### src/hw/rtl/led_status_pattern_sequencer_macros.svh
// Assertion macros used by the LED status pattern sequencer top level.
`ifndef LED_STATUS_PATTERN_SEQUENCER_MACROS_SVH
`define LED_STATUS_PATTERN_SEQUENCER_MACROS_SVH

`ifndef SYNTH

// The property must hold at every clock edge outside reset.
`define LSPS_ASSERT(label, clk, rst_n, prop) \
  label: assert property (@(posedge clk) disable iff (!rst_n) prop) \
    else $error("lsps assertion failed");

// The condition must never be true outside reset.
`define LSPS_ASSERT_NEVER(label, clk, rst_n, cond) \
  label: assert property (@(posedge clk) disable iff (!rst_n) !(cond)) \
    else $error("lsps forbidden condition seen");

`else

`define LSPS_ASSERT(label, clk, rst_n, prop)
`define LSPS_ASSERT_NEVER(label, clk, rst_n, cond)

`endif

`endif

### src/hw/rtl/lsps_pkg.sv
// Types, constants and the blink pattern ROM of the LED status pattern sequencer.
`timescale 1ns / 1ps

package lsps_pkg;

  localparam int unsigned PATTERN_COUNT     = 5;
  localparam int unsigned ROM_WIDTH         = 16;
  localparam int unsigned ROM_STEP_W        = 6;
  localparam int unsigned MAX_PATTERN_STEPS = 16;
  localparam logic [7:0]  TICKS_RESET       = 8'd10;

  typedef enum logic {
    CMD_TICK       = 1'b0,
    CMD_SET_STATUS = 1'b1
  } cmd_e;

  typedef struct packed {
    cmd_e       command;
    logic [2:0] status;
  } in_t;

  typedef struct packed {
    logic led_on;
    logic toggled;
  } out_t;

  typedef struct packed {
    logic [2:0]  last_status;
    logic [2:0]  active_pattern;
    logic [15:0] countdown;
    logic        led_level;
  } state_t;

  // Step durations in units; a zero ends the pattern.
  localparam logic [7:0] PATTERN_ROM [PATTERN_COUNT][ROM_WIDTH] = '{
    '{8'd150, 8'd2, 8'd0, 8'd0, 8'd0, 8'd0, 8'd0, 8'd0,
      8'd0, 8'd0, 8'd0, 8'd0, 8'd0, 8'd0, 8'd0, 8'd0},
    '{8'd100, 8'd2, 8'd20, 8'd2, 8'd0, 8'd0, 8'd0, 8'd0,
      8'd0, 8'd0, 8'd0, 8'd0, 8'd0, 8'd0, 8'd0, 8'd0},
    '{8'd10, 8'd10, 8'd0, 8'd0, 8'd0, 8'd0, 8'd0, 8'd0,
      8'd0, 8'd0, 8'd0, 8'd0, 8'd0, 8'd0, 8'd0, 8'd0},
    '{8'd20, 8'd2, 8'd20, 8'd2, 8'd20, 8'd2, 8'd20, 8'd100,
      8'd0, 8'd0, 8'd0, 8'd0, 8'd0, 8'd0, 8'd0, 8'd0},
    '{8'd10, 8'd2, 8'd10, 8'd2, 8'd10, 8'd2, 8'd10, 8'd2,
      8'd30, 8'd2, 8'd30, 8'd2, 8'd30, 8'd2, 8'd20, 8'd0}
  };

  // Steps past the stored pattern and unknown patterns read as zero.
  function automatic logic [7:0] rom_read(logic [2:0] pat, logic [ROM_STEP_W-1:0] step);
    logic [7:0] dur;
    dur = 8'd0;
    if ((pat < 3'(PATTERN_COUNT)) && (step < ROM_STEP_W'(ROM_WIDTH))) begin
      dur = PATTERN_ROM[pat][step[3:0]];
    end
    return dur;
  endfunction

endpackage

### src/hw/rtl/led_status_pattern_sequencer.sv
// Top level of the LED status pattern sequencer: input, state and result registers.
// Beats pass from the input register to the result register. Throughput: one beat
// per cycle unless stalled; the single pass from the input register through the ROM
// lookup and the 8x8 scale multiply to the result register sets this.
// Reset (rst_ni low, asynchronous): LED off, single blink pattern at step 0,
// countdown expired, last status idle write, ticks_per_unit 10, both stages empty.
`timescale 1ns / 1ps
`include "led_status_pattern_sequencer_macros.svh"

module led_status_pattern_sequencer #(
  parameter int unsigned MAX_PATTERN_STEPS = lsps_pkg::MAX_PATTERN_STEPS
) (
  input  logic           clk_i,
  input  logic           rst_ni,
  input  logic           in_valid_i,
  output logic           in_ready_o,
  input  lsps_pkg::in_t  in_i,
  output logic           out_valid_o,
  input  logic           out_ready_i,
  output lsps_pkg::out_t out_o,
  input  logic           cfg_we_i,
  input  logic [7:0]     cfg_wdata_i
);
  import lsps_pkg::*;

  localparam int unsigned STEP_W = $clog2(MAX_PATTERN_STEPS);

  logic              in_valid_q, in_valid_d;
  in_t               in_q;
  logic              out_valid_q, out_valid_d;
  out_t              out_q;
  state_t            state_q, state_d;
  logic [STEP_W-1:0] step_q, step_d;
  logic [7:0]        tpu_q;
  out_t              result;
  logic              advance;
  logic              proc;
  logic              in_accept;

  // The result stage can take a beat when empty or being drained.
  assign advance    = !out_valid_q || out_ready_i;
  assign proc       = in_valid_q && advance;
  assign in_ready_o = !in_valid_q || advance;
  assign in_accept  = in_valid_i && in_ready_o;

  lsps_step #(
    .MAX_PATTERN_STEPS(MAX_PATTERN_STEPS)
  ) u_step (
    .state_i          (state_q),
    .step_i           (step_q),
    .item_i           (in_q),
    .ticks_per_unit_i (tpu_q),
    .state_o          (state_d),
    .step_o           (step_d),
    .result_o         (result)
  );

  always_comb begin
    in_valid_d = in_valid_q;
    if (in_accept) begin
      in_valid_d = 1'b1;
    end else if (proc) begin
      in_valid_d = 1'b0;
    end
    out_valid_d = out_valid_q;
    if (proc) begin
      out_valid_d = 1'b1;
    end else if (out_ready_i) begin
      out_valid_d = 1'b0;
    end
  end

  always_ff @(posedge clk_i or negedge rst_ni) begin
    if (!rst_ni) begin
      in_valid_q  <= 1'b0;
      out_valid_q <= 1'b0;
      state_q     <= '0;
      step_q      <= '0;
      tpu_q       <= TICKS_RESET;
    end else begin
      in_valid_q  <= in_valid_d;
      out_valid_q <= out_valid_d;
      if (proc) begin
        state_q <= state_d;
        step_q  <= step_d;
      end
      if (cfg_we_i) begin
        tpu_q <= cfg_wdata_i;
      end
    end
  end

  always_ff @(posedge clk_i) begin
    if (in_accept) begin
      in_q <= in_i;
    end
    if (proc) begin
      out_q <= result;
    end
  end

  assign out_valid_o = out_valid_q;
  assign out_o       = out_q;

  `LSPS_ASSERT(a_set_never_toggles, clk_i, rst_ni,
    (proc && in_q.command == CMD_SET_STATUS) |=> !out_q.toggled)
  `LSPS_ASSERT(a_new_status_restarts, clk_i, rst_ni,
    (proc && in_q.command == CMD_SET_STATUS && in_q.status != state_q.last_status)
      |=> (step_q == '0 && state_q.countdown == 16'd0))
  `LSPS_ASSERT(a_proc_fills_result, clk_i, rst_ni, proc |=> out_valid_q)
  `LSPS_ASSERT_NEVER(a_step_in_range, clk_i, rst_ni,
    {1'b0, step_q} >= (STEP_W+1)'(MAX_PATTERN_STEPS))

endmodule

### src/hw/rtl/lsps_step.sv
// Next-state and result logic for one tick or set-status beat.
`timescale 1ns / 1ps

module lsps_step #(
  parameter int unsigned MAX_PATTERN_STEPS = lsps_pkg::MAX_PATTERN_STEPS,
  localparam int unsigned STEP_W = $clog2(MAX_PATTERN_STEPS)
) (
  input  lsps_pkg::state_t  state_i,
  input  logic [STEP_W-1:0] step_i,
  input  lsps_pkg::in_t     item_i,
  input  logic [7:0]        ticks_per_unit_i,
  output lsps_pkg::state_t  state_o,
  output logic [STEP_W-1:0] step_o,
  output lsps_pkg::out_t    result_o
);
  import lsps_pkg::*;

  logic [15:0]     cd_dec;
  logic            fire;
  logic [7:0]      dur;
  logic [STEP_W:0] next_step;
  logic            wrap;

  assign cd_dec    = (state_i.countdown != 16'd0) ? state_i.countdown - 16'd1 : 16'd0;
  assign fire      = (item_i.command == CMD_TICK) && (cd_dec == 16'd0);
  assign dur       = rom_read(state_i.active_pattern, ROM_STEP_W'(step_i));
  assign next_step = {1'b0, step_i} + (STEP_W+1)'(1);
  // A next step past the bound would also read zero, so the ROM test is safe to truncate.
  assign wrap      = (next_step >= (STEP_W+1)'(MAX_PATTERN_STEPS))
                  || (rom_read(state_i.active_pattern, ROM_STEP_W'(next_step)) == 8'd0);

  always_comb begin
    state_o = state_i;
    step_o  = step_i;
    if (item_i.command == CMD_SET_STATUS) begin
      if (item_i.status != state_i.last_status) begin
        if (item_i.status < 3'(PATTERN_COUNT)) begin
          state_o.active_pattern = item_i.status;
        end
        state_o.last_status = item_i.status;
        state_o.countdown   = 16'd0;
        step_o              = '0;
      end
    end else begin
      state_o.countdown = cd_dec;
      if (fire) begin
        state_o.countdown = 16'(dur) * 16'(ticks_per_unit_i);
        state_o.led_level = step_i[0];
        step_o            = wrap ? '0 : next_step[STEP_W-1:0];
      end
    end
  end

  assign result_o.led_on  = state_o.led_level;
  assign result_o.toggled = fire;

endmodule

### config.mk
export PLATFORM = sky130hd
export DESIGN_NAME = led_status_pattern_sequencer
export DESIGN_NICKNAME = d
export VERILOG_FILES = /design/src/hw/rtl/lsps_pkg.sv /design/src/hw/rtl/led_status_pattern_sequencer.sv /design/src/hw/rtl/lsps_step.sv
export VERILOG_INCLUDE_DIRS = /design/src /design/src/hw/rtl
export SDC_FILE = /design/constraint.sdc
export NUM_CORES = 1
export LEC_CHECK = 0
export BUFFER_PORTS_ARGS = -buffer_cell sky130_fd_sc_hd__buf_2
export CORE_UTILIZATION = 65
export CTS_CLUSTER_DIAMETER = 200
export CTS_CLUSTER_SIZE = 16
export DETAILED_ROUTE_END_ITERATION = 12
export HOLD_SLACK_MARGIN = 0.06
export PLACE_DENSITY = 0.84
export SLEW_MARGIN = 20
export SYNTH_ARGS = -nofsm -noshare
export SYNTH_HDL_FRONTEND = slang
export SYNTH_SLANG_ARGS = --single-unit
### constraint.sdc
create_clock -name clk_i -period 8.45 [get_ports clk_i]
set_input_delay 1.69 -clock clk_i [delete_from_list [all_inputs] [get_ports clk_i]]
set_output_delay 1.69 -clock clk_i [all_outputs]
set_load 0.02 [all_outputs]
==> results of run 1 <==
-- logic make-up (layout without fill, tap and decap cells) --
family                   Yosys count  after routing
AO/OA/AOI/OAI                    118            118
XOR/XNOR                          13             13
adder cells (fa/ha/maj)           73             73
buffers and inverters             88             95
flip-flops                        43             43
multiplexers                       8              8
AND/OR/NAND/NOR                  191            191
-- worst max-delay path by stage --
| stage | to | slack [ps] | depth (start not counted) |
|---|---|---|---|
| after floorplan | state_q[15] | 3270 | 17 |
| after global placement | state_q[15] | 2910 | 16 |
| after detailed placement | state_q[15] | 2740 | 16 |
| after CTS | state_q[15] | 2700 | 16 |
| after global routing | state_q[15] | 2370 | 17 |
| final | state_q[15] | 2750 | 16 |
-- layout make-up --
cell class,count,area (um2),area share (%)
sequential,43,1110,22.3
clock buffer,5,68.8,1.38
timing repair buffer,20,100,2.01
tap,96,120,2.42
multi-input combinational,403,3270,65.9
clock inverter,3,47.5,0.957
inverter,67,251,5.06
-- tightest hold or removal path: stages, from the launching register on --
cell     delay (ps)
dfrtp_1         340
nand2_1          50
o21ai_1          60
-- where the power goes --
part | internal, mW | total, mW | switching (mW)
Sequential | 0.259 | 0.350 | 0.0913
Combinational | 0.533 | 1.32 | 0.783
Clock | 0.0899 | 0.175 | 0.0849
-- cell usage after synthesis (all sizes together), types with 8 or more instances --
cell type / n
clkbuf: 13
nor2b: 8
inv: 67
nor2: 40
a21oi: 24
nor4: 9
dfrtp: 35
xnor2: 8
fa: 30
and2: 31
o21ai: 34
nand2: 42
nor3: 20
o31ai: 8
ha: 43
buf: 8
-- metal layers --
layer,routed length [um],up-vias
li1,-,1879
met1,4670,1937
met2,5090,115
met3,476,24
met4,263,0
met5,0,-
-- placed cells by master (no fill, tap or decap), types with 5 or more instances in the layout --
| master | netlist | final |
|---|---|---|
| xor2_1 | 5 | 5 |
| nor2b_1 | 8 | 8 |
| edfxtp_1 | 6 | 6 |
| xnor2_1 | 8 | 8 |
| nand2_1 | 41 | 41 |
| o21ai_1 | 8 | 8 |
| inv_1 | 67 | 67 |
| a21oi_1 | 24 | 24 |
| dfrtp_1 | 35 | 35 |
| nor4_1 | 7 | 7 |
| nand2b_1 | 5 | 5 |
| mux2_2 | 6 | 6 |
| nand3_1 | 7 | 7 |
| nor3b_1 | 5 | 5 |
| buf_2 | 2 | 20 |
| and2_1 | 31 | 31 |
| o31ai_1 | 7 | 7 |
| nor3_1 | 18 | 18 |
| fa_1 | 30 | 30 |
| o21ai_0 | 25 | 25 |
| ha_1 | 43 | 43 |
| nor2_1 | 38 | 38 |
| clkbuf_8 | 0 | 5 |
| or3_1 | 5 | 5 |
-- state kept, by name, indices dropped and copies added (netlist names) --
name         cells
out_valid_o      1
in_valid_q       1
out_o            2
state_q         23
tpu_q            8
step_q           4
in_q             4
==> out/results.txt, run 1 <==
Routed WL = 10500 um
Die footprint = 0.00764 mm2
Clock tree from TritonCTS = yes
Layout cells sized above 1 = 11.3%
Detailed placement HPWL = 8230 um
Grt peak-use layer = met2
Drt first pass iters = 4
Post-CTS Hold Fix Bufs = 0
Synth Area in Adders = 24.0%
R2R cell count = 16
Via count of the first global-routing pass = 3812
Unrepaired setup endpoints after global routing = false
DRT antenna net count = 0
Finished Core Util = 72.0%
Synth Flop Type = dfrtp_1
Max_slew headroom = 36.5%
Outcome = complete, no violations
Post-synth top area share = 18.5%
Total grt overflow = 0
Reg2reg start = state_q[17]
CTS HTree Levels = 2
Hold WC Path Type = reg -> reg
Largest net degree at the start of global routing = 38
Max Clock Freq = 176 MHz
Gp weighted congestion = 0.938
Placed Instances = 629
# diodes = 0
All-layer global routing usage = 29.7%
Yosys top cell by area = dfrtp_1
Hold Crit Depth = 2
Min-Delay Startpoint = state_q[0]
Setup crit start kind = register
Max-slew violations = 0
Synth Register Bits = 43
Site Rows = 30
First-pass GRT wire length = 17500 um
R2r endpoint = state_q[15]
Starting Density = 68.7%
Core area = 0.00691 mm2
Area delta synth->final = 4.80%
Number of synthesis warnings = 0
Top Family by Delay on Critical Path = adder cells
Critical path type = reg -> reg
Synth area leaders = dfrtp_1, fa_1, ha_1
Final WS setup = 2750 ps
Setup WS pre-CTS = 2740 ps
Final Cycle Share = 67.4%
Slowest CP cell = a21oi_1
Non-filler cells, final = 637
Die extent in x = 87.4 um
DR DRC count = 0
Mean routed wirelength per cell = 16.5 um
Post-synth EDFFs = 6
Cell breakdown of the critical path = o21ai_0, nand2_1, a21oi_1, and2_1, fa_1, fa_1, fa_1, inv_1, fa_1, inv_1, ha_1, or3_1, a311o_1, a2111oi_0, nor3b_1, o21ai_1
Largest family of logic cells by synthesized area = adder cells
Clk slew on worst S/H paths = 100 ps
Post-CTS Setup Bufs = 0
Post-synthesis sequential area ratio = 23.4%
Crit-path max cell delay = 540 ps
Met2 Resource Use GR = 50.6%
Synth Area in Compound Gates = 18.2%
Simple-Gate Fraction of Synth Area = 22.4%
Final nets = 630
Least-Margin Pin Slew = 949 ps
CP bufs+invs = 2
Via count = 3955
Design Area, Final = 0.00497 mm2
Pwr Total = 1.84 mW
Port Buffers = 20
Crit. End Element = register
# clock sinks = 43
Max Root-Sink Buffers = 2
Post-synthesis area per instance = 8.88 um2
PwrDens = 370 mW/mm2
Setup TNS = 0 ps
Num ports = 21
Final setup viols = 0
Fill count = 548
Post-synthesis mux area share = 1.87%
Max Clock Skew = 13.9 ps
Die Ht = 87.4 um
Critical Path AT = 5920 ps
GR Util met3 = 3.60%
Min Hold Slack = 487 ps
Setup crit start = state_q[17]
CTS root buf = clkbuf_8
Final hold vios = 0
Cell mode on critical path = fa_1
Post-Syn Nets = 624
Worst endpoint required time = 8670 ps
Static Leak = 2.31 nW
Post-CTS sizing = 0
R2R Setup Slk = 2750 ps
Max VDD drop = 0.182 mV
Max-Cap Viols = 0
Post-Synth XOR/XNOR Area = 2.40%
Vias per cell = 6.21
Placed cell area = 0.00485 mm2
Post-Syn Area = 0.00474 mm2
Ys async rst share = 86.0%
CP max FO = 8
Syn Inst Count = 534
Hold Path End = state_q[0]
Antenna violations before repair = 0
Distinct cells, synth = 81
Starting DRT DRC Count = 237
Crit path time final = 5700 ps
Worst skew pair latency = 300 ps
CTS Buf Count = 5
Global routing usage on met1 = 39.1%
Power figures use the tool's default switching activity.
==> inputs of run 2 (changes only) <==
- ABC_AREA: unset -> 1
- CORE_UTILIZATION: 65 -> 57
- PLACE_DENSITY: 0.84 -> 0.78
- clock period: 8.45 -> 4.6 ns (I/O delays scaled with it)
==> run 2 against run 1 <==
  * The flow now finishes with violations (negative setup slack)
  * Synthesized cell count up 22%
  * Fmax up 16%
  * Worst setup slack worse by 3100 ps
  * Largest cell class unchanged
  * Via count up 17%
  * Highest routed layer unchanged
==> out/results.txt, run 2 <==
Gp weighted congestion = 0.904
Distinct cells, synth = 38
Placed Instances = 810
CP bufs+invs = 4
Commonest cells in the netlist = nand2_1, inv_1, nor2_1
Synth area leaders = dfrtp_1, fa_1, nand2_1
Crit-path max cell delay = 540 ps
R2r endpoint = state_q[16]
Outcome = finished, violations left
Max Clock Freq = 203 MHz
Post-Syn Nets = 739
Biggest regs = state_q (23), tpu_q (8)
# clock sinks = 43
Vias per cell = 5.52
Post-Synth XOR/XNOR Area = 2.78%
Synth Area in Compound Gates = 7.26%
Max-Cap Viols = 0
Post-synth EDFFs = 6
Num ports = 21
Most frequent cells in the layout = nand2_1, inv_1, nor2_1, buf_4, nand3_1
Final Cycle Share = 107%
Yosys top cell by area = dfrtp_1
Final setup viols = 8
Setup TNS = -1780 ps
Commonest non-fill, non-tap cell in the layout = nand2_1
Area delta synth->final = 23.8%
Post-synth top area share = 18.5%
Worst path depth = 22
Unrepaired setup endpoints after global routing = true
Post-synthesis sequential area ratio = 23.5%
Non-filler cells, final = 838
CTS HTree Levels = 2
Reg with most FFs = state_q
Ys async rst share = 86.0%
CTS Buf Count = 5
Synth Register Bits = 43
Setup WS pre-CTS = -284 ps
Max-slew violations = 0
Total grt overflow = 0
Post-CTS Hold Fix Bufs = 0
Fill count = 539
Max reg flops = 23
Clk slew on worst S/H paths = 90 ps
Largest family of logic cells by synthesized area = simple AND/OR/NAND/NOR gates
Mean routed wirelength per cell = 15.1 um
Final WS setup = -321 ps
Hold WC Path Type = reg -> reg
R2R Setup Slk = -320 ps
Site Rows = 32
Top-count cell post-synth = nand2_1
Critical path type = reg -> reg
# diodes = 0
Least-Margin Pin Slew = 863 ps
Max_slew headroom = 42.5%
Layout cells sized above 1 = 27.6%
Simple-Gate Fraction of Synth Area = 32.2%
Drt first pass iters = 5
Critical path endpoint = state_q[16]
Die extent in x = 93.0 um
R2R cell count = 22
Port Buffers = 20
Post-Syn Area = 0.00472 mm2
Routed WL = 12600 um
Die Ht = 93.0 um
Antenna violations before repair = 0
Max Clock Skew = 12.2 ps
Critical Path AT = 5110 ps
Clock tree from TritonCTS = yes
Die footprint = 0.00865 mm2
Post-synthesis mux area share = 0%
CTS root buf = clkbuf_8
Final nets = 825
Post-synthesis area per instance = 7.28 um2
Worst endpoint required time = 4790 ps
Reg2reg start = state_q[18]
Crit. End Element = register
Detailed placement HPWL = 9130 um
Synth Flop Type = dfrtp_1
Largest net degree at the start of global routing = 38
Synth Area in Adders = 24.1%
Via count of the first global-routing pass = 4533
Via count = 4627
DR DRC count = 0
Syn Inst Count = 649
Max Root-Sink Buffers = 2
Slowest CP cell = fa_1
Starting Density = 59.9%
Worst skew pair latency = 300 ps
Setup crit start kind = register
Failing checks = negative setup slack
Cell breakdown of the critical path = inv_4, ha_4, o21ai_2, o211ai_1, nand3_1, nand3_2, fa_1, fa_1, inv_2, fa_1, inv_2, fa_1, inv_2, ha_4, a21oi_4, o21ai_2, a21oi_2, o21ai_1, xor2_1, nand3_1, nand3_2, nand2_1
Final hold vios = 0
Starting DRT DRC Count = 266
Number of synthesis warnings = 0
CP max FO = 5
Crit path time final = 4920 ps
First-pass GRT wire length = 20500 um
Core area = 0.00789 mm2
Setup crit start = state_q[18]
DRT antenna net count = 0
Top Family by Delay on Critical Path = adder cells
Cell mode on critical path = fa_1
All-layer global routing usage = 29.6%
## run 2: cell count changes after synthesis, moves of 8 or more
cell | previous run | this run
and2_1 | 31 | 1
nor2_2 | 1 | 10
nand3_1 | 7 | 55
nand4_1 | 3 | 12
inv_1 | 67 | 110
nand2_1 | 41 | 152
nand2_2 | 0 | 10
nor3_1 | 18 | 4
nor2_1 | 38 | 75
nor2b_1 | 8 | 0
## run 2: layout make-up
type / instances / area (um2) / share of cell area [%]
repair buffers: 89 / 629 / 10.8
clock inverters: 2 / 60.1 / 1.03
well taps: 102 / 128 / 2.18
clock buffers: 6 / 72.6 / 1.24
inverters: 113 / 432 / 7.38
flip-flops and latches: 43 / 1110 / 19.0
multi-input cells: 483 / 3410 / 58.4
## run 2: metal layers
layer	global-route usage, %	vias to the layer above	wire, um
met4	11.2	0	305
li1	-	2217	-
met1	36.5	2210	5310
met5	0	-	0
met2	52.8	165	6400
met3	3.50	35	619
## run 2: cell families after synthesis
group,Yosys count
and+or+nand+nor,334
buffers and inverters,123
adders and majority gates,73
AOI/OAI and AO/OA,61
DFF,43
xor gates and xnor gates,15
## run 2: worst min-delay path by stage
stage	startpoint	to	slack (ps)	cells after the start
after floorplan	state_q[0]	state_q[0]	450	2
after global placement	state_q[0]	state_q[0]	460	2
after detailed placement	state_q[0]	state_q[0]	480	2
after CTS	state_q[0]	state_q[0]	490	2
after global routing	state_q[0]	state_q[0]	540	2
final	state_q[0]	state_q[0]	490	2
## run 2: what timing repair did
| action | 4_1_cts | 5_1_grt |
|---|---|---|
| endpoints found under the setup margin | 9 | 9 |
| gates resized for setup | 50 | 20 |
| setup buffers | 12 | 8 |
| pin swaps | 40 | 34 |
## run 2: through the flow
| stage | hold slack [ps] | cell area (um2) | utilization [%] |
|---|---|---|---|
| final | 490 | 5850 | 74.2 |
| after floorplan | 449 | 4800 | - |
| after global placement | 465 | 5330 | 67.6 |
| after CTS | 495 | 5720 | 72.5 |
| after global routing | 542 | 5850 | 74.2 |
| after detailed placement | 475 | 5330 | 67.6 |
## run 2: worst min-delay path, delay by kind of cell (launching register included)
| family | cells | cell delay [ps] |
|---|---|---|
| flops | 1 | 350 |
| simple gates | 2 | 110 |
Power of run 2 is left out: the tool's default activity adds up to more than one toggle a clock period on the data nets, which glitch-free logic cannot reach.
